File: src/hdl/stsc_pkg.sv
// ============================================================================
// Time sync correction package
// Shared widths, message codes, constants and record types of the per-port
// clock correction block.
// ============================================================================
`default_nettype none

package stsc_pkg;

    // Default number of ports that keep a record.
    localparam int PORTS_DEFAULT = 8;

    // Message kinds carried on the input channel.
    localparam logic MODE_RESPONSE  = 1'b0;
    localparam logic MODE_FOLLOW_UP = 1'b1;

    // Field widths.
    localparam int TIME_W  = 64;
    localparam int WORD_W  = 32;
    localparam int MAC_W   = 48;
    localparam int PORT_W  = 3;
    localparam int SPEED_W = 19;

    // Utilization test: loaded when rate * 800 > speed * 1000000.
    // The rate side needs 32 + 10 bits; the speed side 19 + 20 bits.
    localparam int LOAD_W   = 42;
    localparam int SCALED_W = 39;

    localparam logic [LOAD_W-1:0]   RATE_SCALE  = LOAD_W'(800);
    localparam logic [SCALED_W-1:0] SPEED_SCALE = SCALED_W'(1000000);
    localparam logic [SPEED_W-1:0]  SPEED_RESET = SPEED_W'(10000);

    // One port's stored record. Only the low word of the MAC stamp matters
    // to the 32-bit wire delay, and the rate is kept already scaled.
    typedef struct packed {
        logic [TIME_W-1:0] ref_now;
        logic [LOAD_W-1:0] load_lhs;
        logic [WORD_W-1:0] mac_lo;
        logic [WORD_W-1:0] round_trip;
        logic [WORD_W-1:0] profile;
    } port_rec_t;

    // An accepted item as held in the update stage.
    typedef struct packed {
        logic              mode;
        logic [TIME_W-1:0] ref_now;
        logic [LOAD_W-1:0] load_lhs;
        logic [WORD_W-1:0] mac_lo;
        logic [WORD_W-1:0] round_trip;
        logic [WORD_W-1:0] switch_tx;
        logic [TIME_W-1:0] nic_time;
    } stsc_item_t;

    // One result of a follow-up.
    typedef struct packed {
        logic [TIME_W-1:0] corrected_now;
        logic [TIME_W-1:0] clock_offset;
        logic [WORD_W-1:0] wire_delay;
        logic [WORD_W-1:0] response_delay;
        logic [WORD_W-1:0] round_trip;
        logic              link_loaded;
        logic [WORD_W-1:0] profile_delay;
    } stsc_result_t;

endpackage

`default_nettype wire

File: src/hdl/stsc_ram.sv
// ============================================================================
// Generic single-port-write RAM
// One write port and one read port; read data is registered.
// A read and a write to the same address in the same cycle return the old data.
// ============================================================================
`default_nettype none

module stsc_ram #(
    parameter int WIDTH = 8,
    parameter int DEPTH = 8
) (
    input  wire logic                                   aclk,
    input  wire logic                                   wr_en,
    input  wire logic [((DEPTH > 1) ? $clog2(DEPTH) : 1)-1:0] wr_addr,
    input  wire logic [WIDTH-1:0]                       wr_data,
    input  wire logic                                   rd_en,
    input  wire logic [((DEPTH > 1) ? $clog2(DEPTH) : 1)-1:0] rd_addr,
    output logic      [WIDTH-1:0]                       rd_data
);

    logic [WIDTH-1:0] mem [DEPTH];

    always_ff @(posedge aclk) begin
        if (wr_en) begin
            mem[wr_addr] <= wr_data;
        end
        if (rd_en) begin
            rd_data <= mem[rd_addr];
        end
    end

endmodule

`default_nettype wire

File: src/hdl/stsc_calc.sv
// ============================================================================
// Time sync record update
// Computes the follow-up result and the record to write back for the item
// in the update stage, given the port's current record.
// ============================================================================
`default_nettype none

module stsc_calc
    import stsc_pkg::*;
(
    input  wire stsc_item_t                item,
    input  wire port_rec_t                 old_rec,
    input  wire logic [SCALED_W-1:0]       speed_scaled,
    output port_rec_t                      new_rec,
    output stsc_result_t                   result
);

    logic [WORD_W-1:0] wire_u;
    logic [WORD_W-1:0] wire_adj;
    logic [WORD_W-1:0] resp_u;
    logic [WORD_W-1:0] prof_sum;
    logic [WORD_W-1:0] prof_new;
    logic [TIME_W-1:0] corrected;
    logic              loaded;
    logic              light;

    always_comb begin
        // Round trip minus switch residence (switch tx minus MAC ingress).
        wire_u = old_rec.round_trip + old_rec.mac_lo - item.switch_tx;

        loaded = {{(LOAD_W - SCALED_W){1'b0}}, speed_scaled} < old_rec.load_lhs;
        light  = old_rec.load_lhs < {{(LOAD_W - SCALED_W){1'b0}}, speed_scaled};

        // Signed halving that truncates toward zero.
        wire_adj = wire_u + {{(WORD_W - 1){1'b0}}, wire_u[WORD_W-1]};

        if (loaded) begin
            resp_u = {1'b0, old_rec.profile[WORD_W-1:1]};
        end else begin
            resp_u = {wire_adj[WORD_W-1], wire_adj[WORD_W-1:1]};
        end

        corrected = old_rec.ref_now + {{(TIME_W - WORD_W){resp_u[WORD_W-1]}}, resp_u};

        prof_sum = old_rec.profile + wire_u;
        if (!light) begin
            prof_new = old_rec.profile;
        end else if (old_rec.profile != '0) begin
            prof_new = {1'b0, prof_sum[WORD_W-1:1]};
        end else begin
            prof_new = wire_u;
        end

        if (item.mode == MODE_FOLLOW_UP) begin
            new_rec         = old_rec;
            new_rec.ref_now = corrected;
            new_rec.profile = prof_new;
        end else begin
            new_rec.ref_now    = item.ref_now;
            new_rec.load_lhs   = item.load_lhs;
            new_rec.mac_lo     = item.mac_lo;
            new_rec.round_trip = item.round_trip;
            new_rec.profile    = old_rec.profile;
        end

        result.corrected_now  = corrected;
        result.clock_offset   = corrected - item.nic_time;
        result.wire_delay     = wire_u;
        result.response_delay = resp_u;
        result.round_trip     = old_rec.round_trip;
        result.link_loaded    = loaded;
        result.profile_delay  = prof_new;
    end

endmodule

`default_nettype wire

File: src/hdl/switch_time_sync_correction.sv
// ============================================================================
// Switch time sync correction
// Per-port clock correction: responses store the switch reference time and
// link figures of a port, follow-ups turn them into a corrected time, a
// clock offset and an updated profiled wire delay.
// ============================================================================
//
//  Channel   Direction  Transfer carries
//  --------  ---------  ------------------------------------------------------
//  s_*       in         response or follow-up message for one port
//  m_*       out        corrected time and offset, one per follow-up
//  cfg_*     in         link speed in Mbit/s (single register, write only)
//
// A transfer is accepted and its record is read from the port RAM; the update
// stage updates it and, when it moves on, writes it back and, for a follow-up,
// loads the output register. A new transfer can be accepted every cycle while
// the output does not stall; a back-to-back access to the same port takes the
// record from a forwarding register instead of the RAM. Responses produce no
// output and never wait on m_tready. Reset clears a valid bit per port, so
// every record reads as zero until written; no clearing pass is needed. A
// stalled output holds one follow-up in the update stage and drops s_tready.
// ============================================================================
`default_nettype none

module switch_time_sync_correction
    import stsc_pkg::*;
#(
    parameter int PORTS = PORTS_DEFAULT
) (
    input  wire logic           aclk,
    input  wire logic           aresetn,

    input  wire logic           cfg_wr_en,
    input  wire logic [18:0]    cfg_wr_data,    // link_speed_mbps

    input  wire logic           s_tvalid,
    output logic                s_tready,
    // reference_now[63:0], port_rate_bytes[95:64], ingress_mac_ts[143:96],
    // request_tx_time[207:144], response_rx_time[271:208],
    // switch_tx_ts[303:272], nic_time[367:304]
    input  wire logic [367:0]   s_tdata,
    // mode[0], port[3:1]
    input  wire logic [3:0]     s_tuser,

    output logic                m_tvalid,
    input  wire logic           m_tready,
    // corrected_now[63:0], clock_offset[127:64], wire_delay[159:128],
    // response_delay[191:160], round_trip[223:192], profile_delay[255:224]
    output logic [255:0]        m_tdata,
    // link_loaded[0]
    output logic [0:0]          m_tuser
);

    localparam int        AW      = (PORTS > 1) ? $clog2(PORTS) : 1;
    localparam int        REC_W   = $bits(port_rec_t);
    localparam logic [6:0] PORTS_N = 7'(PORTS);
    localparam logic [SCALED_W-1:0] SPEED_SCALED_RESET =
        SCALED_W'({{(SCALED_W - SPEED_W){1'b0}}, SPEED_RESET} * SPEED_SCALE);

    // Input field views.
    logic              in_mode;
    logic [PORT_W-1:0] in_port;
    logic [AW-1:0]     in_addr;
    logic              in_port_ok;
    logic              accept;

    assign in_mode    = s_tuser[0];
    assign in_port    = s_tuser[3:1];
    assign in_addr    = AW'(in_port);
    assign in_port_ok = {4'd0, in_port} < PORTS_N;
    assign accept     = s_tvalid && s_tready;

    // The speed side of the utilization test is scaled once, at the write.
    logic [SCALED_W-1:0] speed_scaled_reg;
    logic [SCALED_W-1:0] speed_scaled_next;

    always_comb begin
        speed_scaled_next = speed_scaled_reg;
        if (cfg_wr_en) begin
            speed_scaled_next =
                {{(SCALED_W - SPEED_W){1'b0}}, cfg_wr_data} * SPEED_SCALE;
        end
    end

    // Update stage: the accepted item, prepared at the accept edge.
    logic              s1_valid_reg;
    logic              s1_valid_next;
    logic [AW-1:0]     s1_addr_reg;
    stsc_item_t        s1_item_reg;
    stsc_item_t        s1_item_next;
    logic              s1_adv;

    // Forwarding and record validity for the item in the update stage.
    logic              fwd_hit_reg;
    logic              fwd_hit_next;
    logic              rd_valid_reg;
    logic              rd_valid_next;
    port_rec_t         fwd_rec_reg;
    logic [PORTS-1:0]  valid_reg;
    logic [PORTS-1:0]  valid_next;

    // Output register.
    logic              m_valid_reg;
    logic              m_valid_next;
    stsc_result_t      m_result_reg;

    // Record path.
    logic [REC_W-1:0]  ram_rd_data;
    port_rec_t         old_rec;
    port_rec_t         new_rec;
    stsc_result_t      result;
    logic              out_load;

    // A response always moves on; a follow-up moves on when the output
    // register is free or is being emptied in this cycle.
    assign s1_adv   = s1_valid_reg
                      && ((s1_item_reg.mode == MODE_RESPONSE) || !m_valid_reg || m_tready);
    assign s_tready = !s1_valid_reg || s1_adv;
    assign out_load = s1_adv && (s1_item_reg.mode == MODE_FOLLOW_UP);

    always_comb begin
        // The round trip and the scaled rate are formed on the way in, so the
        // update stage sees them only in the form that it stores.
        s1_item_next.mode       = in_mode;
        s1_item_next.ref_now    = s_tdata[63:0];
        s1_item_next.load_lhs   = {{(LOAD_W - WORD_W){1'b0}}, s_tdata[95:64]} * RATE_SCALE;
        s1_item_next.mac_lo     = s_tdata[127:96];
        s1_item_next.round_trip = s_tdata[239:208] - s_tdata[175:144];
        s1_item_next.switch_tx  = s_tdata[303:272];
        s1_item_next.nic_time   = s_tdata[367:304];
    end

    always_comb begin
        s1_valid_next = s1_valid_reg;
        if (accept) begin
            // A port outside the record table is dropped here.
            s1_valid_next = in_port_ok;
        end else if (s1_adv) begin
            s1_valid_next = 1'b0;
        end

        fwd_hit_next  = fwd_hit_reg;
        rd_valid_next = rd_valid_reg;
        if (accept) begin
            // The write in this same cycle is not yet visible in the RAM read.
            fwd_hit_next  = s1_adv && (s1_addr_reg == in_addr);
            rd_valid_next = in_port_ok && valid_reg[in_addr];
        end

        valid_next = valid_reg;
        if (s1_adv) begin
            valid_next[s1_addr_reg] = 1'b1;
        end

        m_valid_next = m_valid_reg;
        if (out_load) begin
            m_valid_next = 1'b1;
        end else if (m_tready) begin
            m_valid_next = 1'b0;
        end
    end

    always_ff @(posedge aclk) begin
        if (!aresetn) begin
            speed_scaled_reg <= SPEED_SCALED_RESET;
            s1_valid_reg     <= 1'b0;
            fwd_hit_reg      <= 1'b0;
            rd_valid_reg     <= 1'b0;
            valid_reg        <= '0;
            m_valid_reg      <= 1'b0;
        end else begin
            speed_scaled_reg <= speed_scaled_next;
            s1_valid_reg     <= s1_valid_next;
            fwd_hit_reg      <= fwd_hit_next;
            rd_valid_reg     <= rd_valid_next;
            valid_reg        <= valid_next;
            m_valid_reg      <= m_valid_next;
        end
    end

    always_ff @(posedge aclk) begin
        if (accept) begin
            s1_addr_reg <= in_addr;
            s1_item_reg <= s1_item_next;
        end
        if (s1_adv) begin
            fwd_rec_reg <= new_rec;
        end
        if (out_load) begin
            m_result_reg <= result;
        end
    end

    // Per-port records. Read at the accept edge, written when the update
    // stage moves on.
    stsc_ram #(
        .WIDTH (REC_W),
        .DEPTH (PORTS)
    ) u_rec_ram (
        .aclk    (aclk),
        .wr_en   (s1_adv),
        .wr_addr (s1_addr_reg),
        .wr_data (new_rec),
        .rd_en   (accept),
        .rd_addr (in_addr),
        .rd_data (ram_rd_data)
    );

    // A record never written reads as all zeros.
    always_comb begin
        if (fwd_hit_reg) begin
            old_rec = fwd_rec_reg;
        end else if (rd_valid_reg) begin
            old_rec = port_rec_t'(ram_rd_data);
        end else begin
            old_rec = '0;
        end
    end

    stsc_calc u_calc (
        .item         (s1_item_reg),
        .old_rec      (old_rec),
        .speed_scaled (speed_scaled_reg),
        .new_rec      (new_rec),
        .result       (result)
    );

    assign m_tvalid = m_valid_reg;
    assign m_tdata  = {m_result_reg.profile_delay,
                       m_result_reg.round_trip,
                       m_result_reg.response_delay,
                       m_result_reg.wire_delay,
                       m_result_reg.clock_offset,
                       m_result_reg.corrected_now};
    assign m_tuser  = m_result_reg.link_loaded;

endmodule

`default_nettype wire

File: config.mk
export PLATFORM = sky130hd
export DESIGN_NAME = switch_time_sync_correction
export DESIGN_NICKNAME = d
export VERILOG_FILES = /design/src/hdl/stsc_pkg.sv /design/src/hdl/stsc_ram.sv /design/src/hdl/stsc_calc.sv /design/src/hdl/switch_time_sync_correction.sv
export SDC_FILE = /design/constraint.sdc
export NUM_CORES = 2
export LEC_CHECK = 0
export BUFFER_PORTS_ARGS = -buffer_cell sky130_fd_sc_hd__buf_4
export CORE_MARGIN = 2
export CORE_UTILIZATION = 50
export CTS_BUF_LIST = sky130_fd_sc_hd__clkbuf_2
export DETAILED_ROUTE_END_ITERATION = 10
export GPL_ROUTABILITY_DRIVEN = 0
export PLACE_DENSITY_LB_ADDON = 0.1
export SYNTH_ARGS = -nofsm -noshare
export SYNTH_HDL_FRONTEND = slang
export SYNTH_SLANG_ARGS = --single-unit
File: constraint.sdc
create_clock -name aclk -period 32.7 [get_ports aclk]
set_input_delay 3.27 -clock aclk [delete_from_list [all_inputs] [get_ports aclk]]
set_output_delay 3.27 -clock aclk [all_outputs]
set_load 0.05 [all_outputs]
Word level (Yosys, flattened, before mapping)

Memory sizes are Yosys's and may differ from the RTL's. A register that Yosys moved wholly into a read port is not among the register bits.
Cells that the tools add are included.

$add $sub $neg: 7
$mul: 2
Order comparisons: 5
Equality and inequality tests: 1
Multiplexer cells: 16
Bitwise operators: 2
Reduce and logical (&&, ||, !) cells: 13

Operators by type and width:

| operator                                                    | count |
|---|---|
| 2-to-1 mux 202 bit                                          | 3 |
| 2-to-1 mux 32 bit                                           | 3 |
| adder 32 bit                                                | 2 |
| adder 64 bit                                                | 1 |
| subtractor 32 bit                                           | 2 |
| subtractor 64 bit                                           | 1 |
| less-than comparator 39 x 42 -> 1 bit                       | 1 |
| less-than comparator 42 x 39 -> 1 bit                       | 1 |
| multiplier 32 x 5 -> 37 bit (second input constant)         | 1 |
| multiplier 19 x 14 -> 33 bit (second input constant)        | 1 |
| adder 32 x 1 -> 32 bit                                      | 1 |
| nonzero test 32 bit                                         | 1 |
| less-than comparator 3 x 4 -> 1 bit (second input constant) | 2 |
| 2-to-1 mux 1 bit                                            | 8 |
| OR 8 bit                                                    | 1 |
| logical AND 1 bit                                           | 5 |
| nonzero test 2 bit                                          | 2 |
| binary-select mux 1 bit (select 3 bit)                      | 1 |
| demux 1 bit (select 3 bit)                                  | 1 |
| == test 3 bit                                               | 1 |
| >= comparator 3 x 1 -> 1 bit (second input constant)        | 1 |
| logical OR 1 bit                                            | 3 |
| zero test 1 bit                                             | 2 |
| NOT 1 bit                                                   | 1 |

Register bits: 769
Memory bits (writable): 1616
Bits of input ports: 396
Logic and storage cells: 73
Memories kept: 1

Memory list:

| name          | depth | width | read ports | clocked after memory_dff | wr ports | line           | text |
|---|---|---|---|---|---|---|---|
| u_rec_ram.mem | 8     | 202   | 1          | 1                        | 1        | stsc_ram.sv:21 | `logic [WIDTH-1:0] mem [DEPTH];` |

Depth between registers and ports, before layout

Word-level depth: 8
Gate-level depth with buffers: 55
Gate-level depth less buffers: 49

Cells and area by module

A second synthesis with hierarchy kept.

Cells, all modules: 7166
Area, all modules: 118114.5 sq um

By module, submodules not included:

| module                      | times used | cells each | area each (sq um) | sequential area each (sq um) |
|---|---|---|---|---|
| stsc_ram                    | 1          | 2549       | 66765.3           | 54592.4 |
| switch_time_sync_correction | 1          | 2361       | 35255.1           | 22641.7 |
| stsc_calc                   | 1          | 2256       | 16094.2           | 0.0 |

Least setup slack after synthesis

OpenSTA, ideal clock, no wires.

Kind: input port to flip-flop
From: in m_tready
To: reg fwd_hit_reg
Setup time: 0.138 ns
Data arrival time: 28.162 ns
Required time: 32.562 ns
Setup slack: 4.400 ns
Cell stages on the path: 4
Path buffers: 0
Cells stage by stage: nor2b_1 -> a31oi_1 -> mux2i_1 -> nor2_1

Word-level cells in the longest chain between the ends: 4

RTL lines:

| what                   | line                               | text |
|---|---|---|
| start: declaration     | switch_time_sync_correction.sv:46  | `input wire logic m_tready,` |
| logical OR 1 bit       | switch_time_sync_correction.sv:117 | `&& ((s1_item_reg.mode == MODE_RESPONSE) \|\| !m_valid_reg \|\| m_tready);` |
| logical AND 1 bit      | switch_time_sync_correction.sv:117 |  |
| logical OR 1 bit       | switch_time_sync_correction.sv:118 | `assign s_tready = !s1_valid_reg \|\| s1_adv;` |
| logical AND 1 bit      | switch_time_sync_correction.sv:71  | `assign accept = s_tvalid && s_tready;` |
| named net accept       | switch_time_sync_correction.sv:65  | `logic accept;` |
| end signal: assignment | switch_time_sync_correction.sv:174 | `fwd_hit_reg <= fwd_hit_next;` |
| end: declaration       | switch_time_sync_correction.sv:94  | `logic fwd_hit_reg;` |

The timed path passes the listed nets, and every way through them passes these cells.
A chain may end at the register's enable or synchronous reset.

==> impl_metrics.py <==
metrics = {
    "floorplan": {
        "die_area_um2": 237000,
        "fp.dieW_um": 486,
        "coreArea_um2": 232000,
        "start_util": 0.502,
        "fp.dieH_um": 486,
        "num_io_pins": 655,
        "rows": 177,
    },
    "worst_setup_path": {
        "r2r-start": "fwd_hit_reg$_SDFFE_PN0P_",
        "cp_max_fo": 44,
        "critPathRequiredTime_ns": 34.35,
        "cpLargestDelayFamily": "simple AND/OR/NAND/NOR gates",
        "crit_path_start_kind": "flip-flop",
        "worstSetupEndpointType": "flip-flop",
        "cp.buffers_inverters": 1,
        "worst_ep_arrival_time_ns": 16.31,
        "startpoint": "fwd_hit_reg$_SDFFE_PN0P_",
        "cp_slowest_stage_delay_ns": 0.83,
        "cp_slowest_cell": "o21ai_0",
        "critPathKind": "flip-flop to flip-flop",
    },
    "layout": {
        "fin_nets": 9150,
        "area_growth_pct": 12.2,
        "largest_reg_flops": 1616,
        "final_util": 0.563,
        "n_fill_cell": 18600,
        "drive_gt1_frac": 0.290,
    },
    "synthesis": {
        "synth-seq-cells": 2587,
        "yosys_warnings": 0,
        "synth-async-reset-ratio": 0,
        "syn_inst": 7047,
        "ys_types": 85,
        "synth-edff-count": 2542,
        "synth_ff_type": "edfxtp_1",
        "syn_area_per_cell_um2": 16.5,
        "synth_area_um2": 116000,
        "ys_seq_area_frac": 0.664,
        "synth_fp_nets": 8040,
    },
    "power": {
        "p_per_area_nw_per_um2": 70.2,
        "power_frac_clock": 0.237,
        "internal_power_w": 0.00596,
        "p_comb_frac": 0.310,
        "switchingPower_w": 0.00320,
        "total_power_w": 0.00916,
        "irDropWorstVdd_mv": 0.0614,
        "swShare": 0.349,
        "pwr-share-seq": 0.453,
        "p_leak_nw": 49.9,
    },
    "cts": {
        "clock_path_buffers": 4,
        "cts_tree": "done",
        "cts_setup_buffers": 0,
        "cts_repair_resize_count": 0,
        "root_buffer": "clkbuf_2",
        "clk_pin_slew_ns": 0.09,
        "cts_sinks": 2587,
        "clk_latency_ns": 1.98,
        "h-tree-depth": 6,
        "cts_hold_buf": 0,
        "numCtsBuffers": 668,
    },
    "detailed_routing": {
        "drtPass1Iterations": 5,
        "drtIter0Drc": 5443,
        "ant_nets": 0,
        "routedWlPerCell_um": 25.5,
        "avgViaCountPerCell": 5.75,
        "drc": 0,
        "wirelength_mm": 298,
        "num_vias": 67000,
    },
    "place": {
        "pre_cts_slack_ns": 18.34,
        "hpwl_mm": 185,
        "portBuffers": 574,
    },
    "global_route": {
        "gr-total-overflow": 0,
        "antenna_found_initial": 6,
        "grt_max_degree": 129,
        "grt_pass1_vias": 68800,
        "grt_pass1_wl_mm": 436,
        "grtUsageTotal": 0.249,
    },
    "sta": {
        "tightest_slew_ns": 1.39,
        "holdWs_ns": 0.475,
        "hold_violations": 0,
        "slew_headroom": 0.0682,
        "setup-violations-final": 0,
        "finalCritPeriodShare": 0.448,
        "fin_crit_ns": 14.66,
        "fin_worst_skew_ns": 0.193,
        "final_max_slew_viol_count": 0,
        "layout_setup_ws_ns": 18.04,
        "fmaxAchievable_mhz": 68.2,
        "rsz0062_at_grt": "false",
        "setup_tns_ns": 0,
    },
    "job": {
        "maxCapViolCount": 0,
    },
    "worst_hold_path": {
        "hp-start": "speed_scaled_reg[31]$_SDFFE_PN0P_",
        "hold_class": "flip-flop to flip-flop",
    },
    "run_status": {
        "status": "finished, final reports clean",
    },
}
synthesized netlist by cell type (37+ instances only):
| master | instances | area share |
|---|---|---|
| edfxtp_1 | 2542 | 0.66 |
| nand3_1 | 71 | 0.0031 |
| o21ai_0 | 154 | 0.0066 |
| o21a_1 | 39 | 0.0025 |
| nand2_1 | 213 | 0.0069 |
| buf_1 | 59 | 0.0019 |
| nand4_1 | 59 | 0.0032 |
| a21o_1 | 169 | 0.011 |
| a22o_1 | 131 | 0.0099 |
| nor3_1 | 44 | 0.0019 |
| fa_1 | 132 | 0.023 |
| xor2_1 | 84 | 0.0063 |
| mux4_2 | 406 | 0.079 |
| clkbuf_1 | 197 | 0.0064 |
| ha_1 | 465 | 0.050 |
| dfxtp_1 | 45 | 0.0077 |
| and3_1 | 37 | 0.0020 |
| nor2_1 | 292 | 0.0094 |
| mux2_2 | 335 | 0.032 |
| mux2i_1 | 54 | 0.0046 |
| inv_1 | 503 | 0.016 |
| a22oi_1 | 76 | 0.0049 |
| a21oi_1 | 352 | 0.015 |
| xnor2_1 | 197 | 0.015 |
through the flow:
| step | instances | cell area (um^2) |
|---|---|---|
| 2_1_floorplan | 7047 | 116000 |
| 3_3_place_gp | 10500 | 125000 |
| 3_5_place_dp | 10500 | 125000 |
| 5_1_grt | 11700 | 130000 |
| 6_report | 11700 | 130000 |
| 4_1_cts | 11600 | 130000 |
worst reg2reg max path: cells and delay by family (launching register included):
kind / cells / cell delay [ns]
AOI/OAI and AO/OA: 16 / 5.11
xor gates and xnor gates: 3 / 0.57
adders and majority gates: 5 / 2.12
buffers and inverters: 1 / 0.71
DFF: 1 / 0.60
and+or+nand+nor: 17 / 5.30
per-layer routing:
| metal | wire (um) | global-route usage | up-vias |
|---|---|---|---|
| met3 | 19400 | 0.0465 | 415 |
| met4 | 7590 | 0.0789 | 2 |
| met1 | 126000 | 0.341 | 34200 |
| met5 | 13 | 0 | - |
| li1 | - | - | 30100 |
| met2 | 144000 | 0.407 | 2385 |
cells in the final DEF, fill, tap and decap left out, types with 15 or more instances in the layout:
cell type,Yosys,final
buf_4,0,688
fa_1,132,132
and3_1,37,37
nand2_1,213,213
o21ai_0,154,154
a31oi_1,31,30
o211ai_1,17,17
o21bai_1,34,34
and2_1,15,15
diode_2,0,18
mux2_2,335,335
a22oi_1,76,75
inv_1,503,502
edfxtp_1,2542,2542
nand4_1,59,59
a211oi_1,25,25
nand2b_1,33,33
o21a_1,39,39
nor2b_1,32,31
nor3_1,44,40
ha_1,465,465
mux2i_1,54,54
xnor2_1,197,197
a22o_1,131,131
nor2_1,292,288
nand3_1,71,70
clkinv_1,0,111
dfxtp_1,45,44
a21o_1,169,169
clkbuf_2,1,940
a21oi_1,352,352
xor2_1,84,84
mux4_2,406,406
clkinv_2,0,21
power by group through the flow:
stage	combinational (W)	clock [W]	sequential [W]
floorplan	0.00177	0	0.00439
global placement	0.00279	0	0.00422
detailed placement	0.00282	0	0.00423
CTS	0.00284	0.00224	0.00415
global route	0.00310	0.00241	0.00417
finish	0.00284	0.00217	0.00415
layout make-up:
class	instances	area (um^2)	area share
inverter	504	1900	0.0146
antenna	18	45.0	0.000345
tap	3043	3810	0.0292
multi-input combinational	3696	36300	0.278
clock buffer	940	4700	0.0361
sequential	2587	77200	0.592
clock inverter	170	1090	0.00833
timing repair buffer	700	5390	0.0413
worst paths after layout:
kind | endpoint | slack (ns) | cells after the start
hold / removal | speed_scaled_reg[31]$_SDFFE_PN0P_ | 0.47 | 2
setup reg to reg | m_tdata[122]$_DFFE_PP_ | 18.04 | 42
setup / recovery | m_tdata[122]$_DFFE_PP_ | 18.04 | 42
hold reg to reg | speed_scaled_reg[31]$_SDFFE_PN0P_ | 0.47 | 2
cell families (layout without fill, tap and decap cells):
| group | Yosys count | after routing | synth area share |
|---|---|---|---|
| compound gates | 1159 | 1159 | 0.0664 |
| xor+xnor | 283 | 283 | 0.0215 |
| mux | 795 | 795 | 0.116 |
| flops | 2587 | 2587 | 0.664 |
| fa+ha+maj | 599 | 599 | 0.0729 |
| simple gates | 860 | 860 | 0.0348 |
| other cells | 0 | 18 | 0 |
| buf+inv | 764 | 2314 | 0.0247 |
Power figures use the tool's default switching activity.
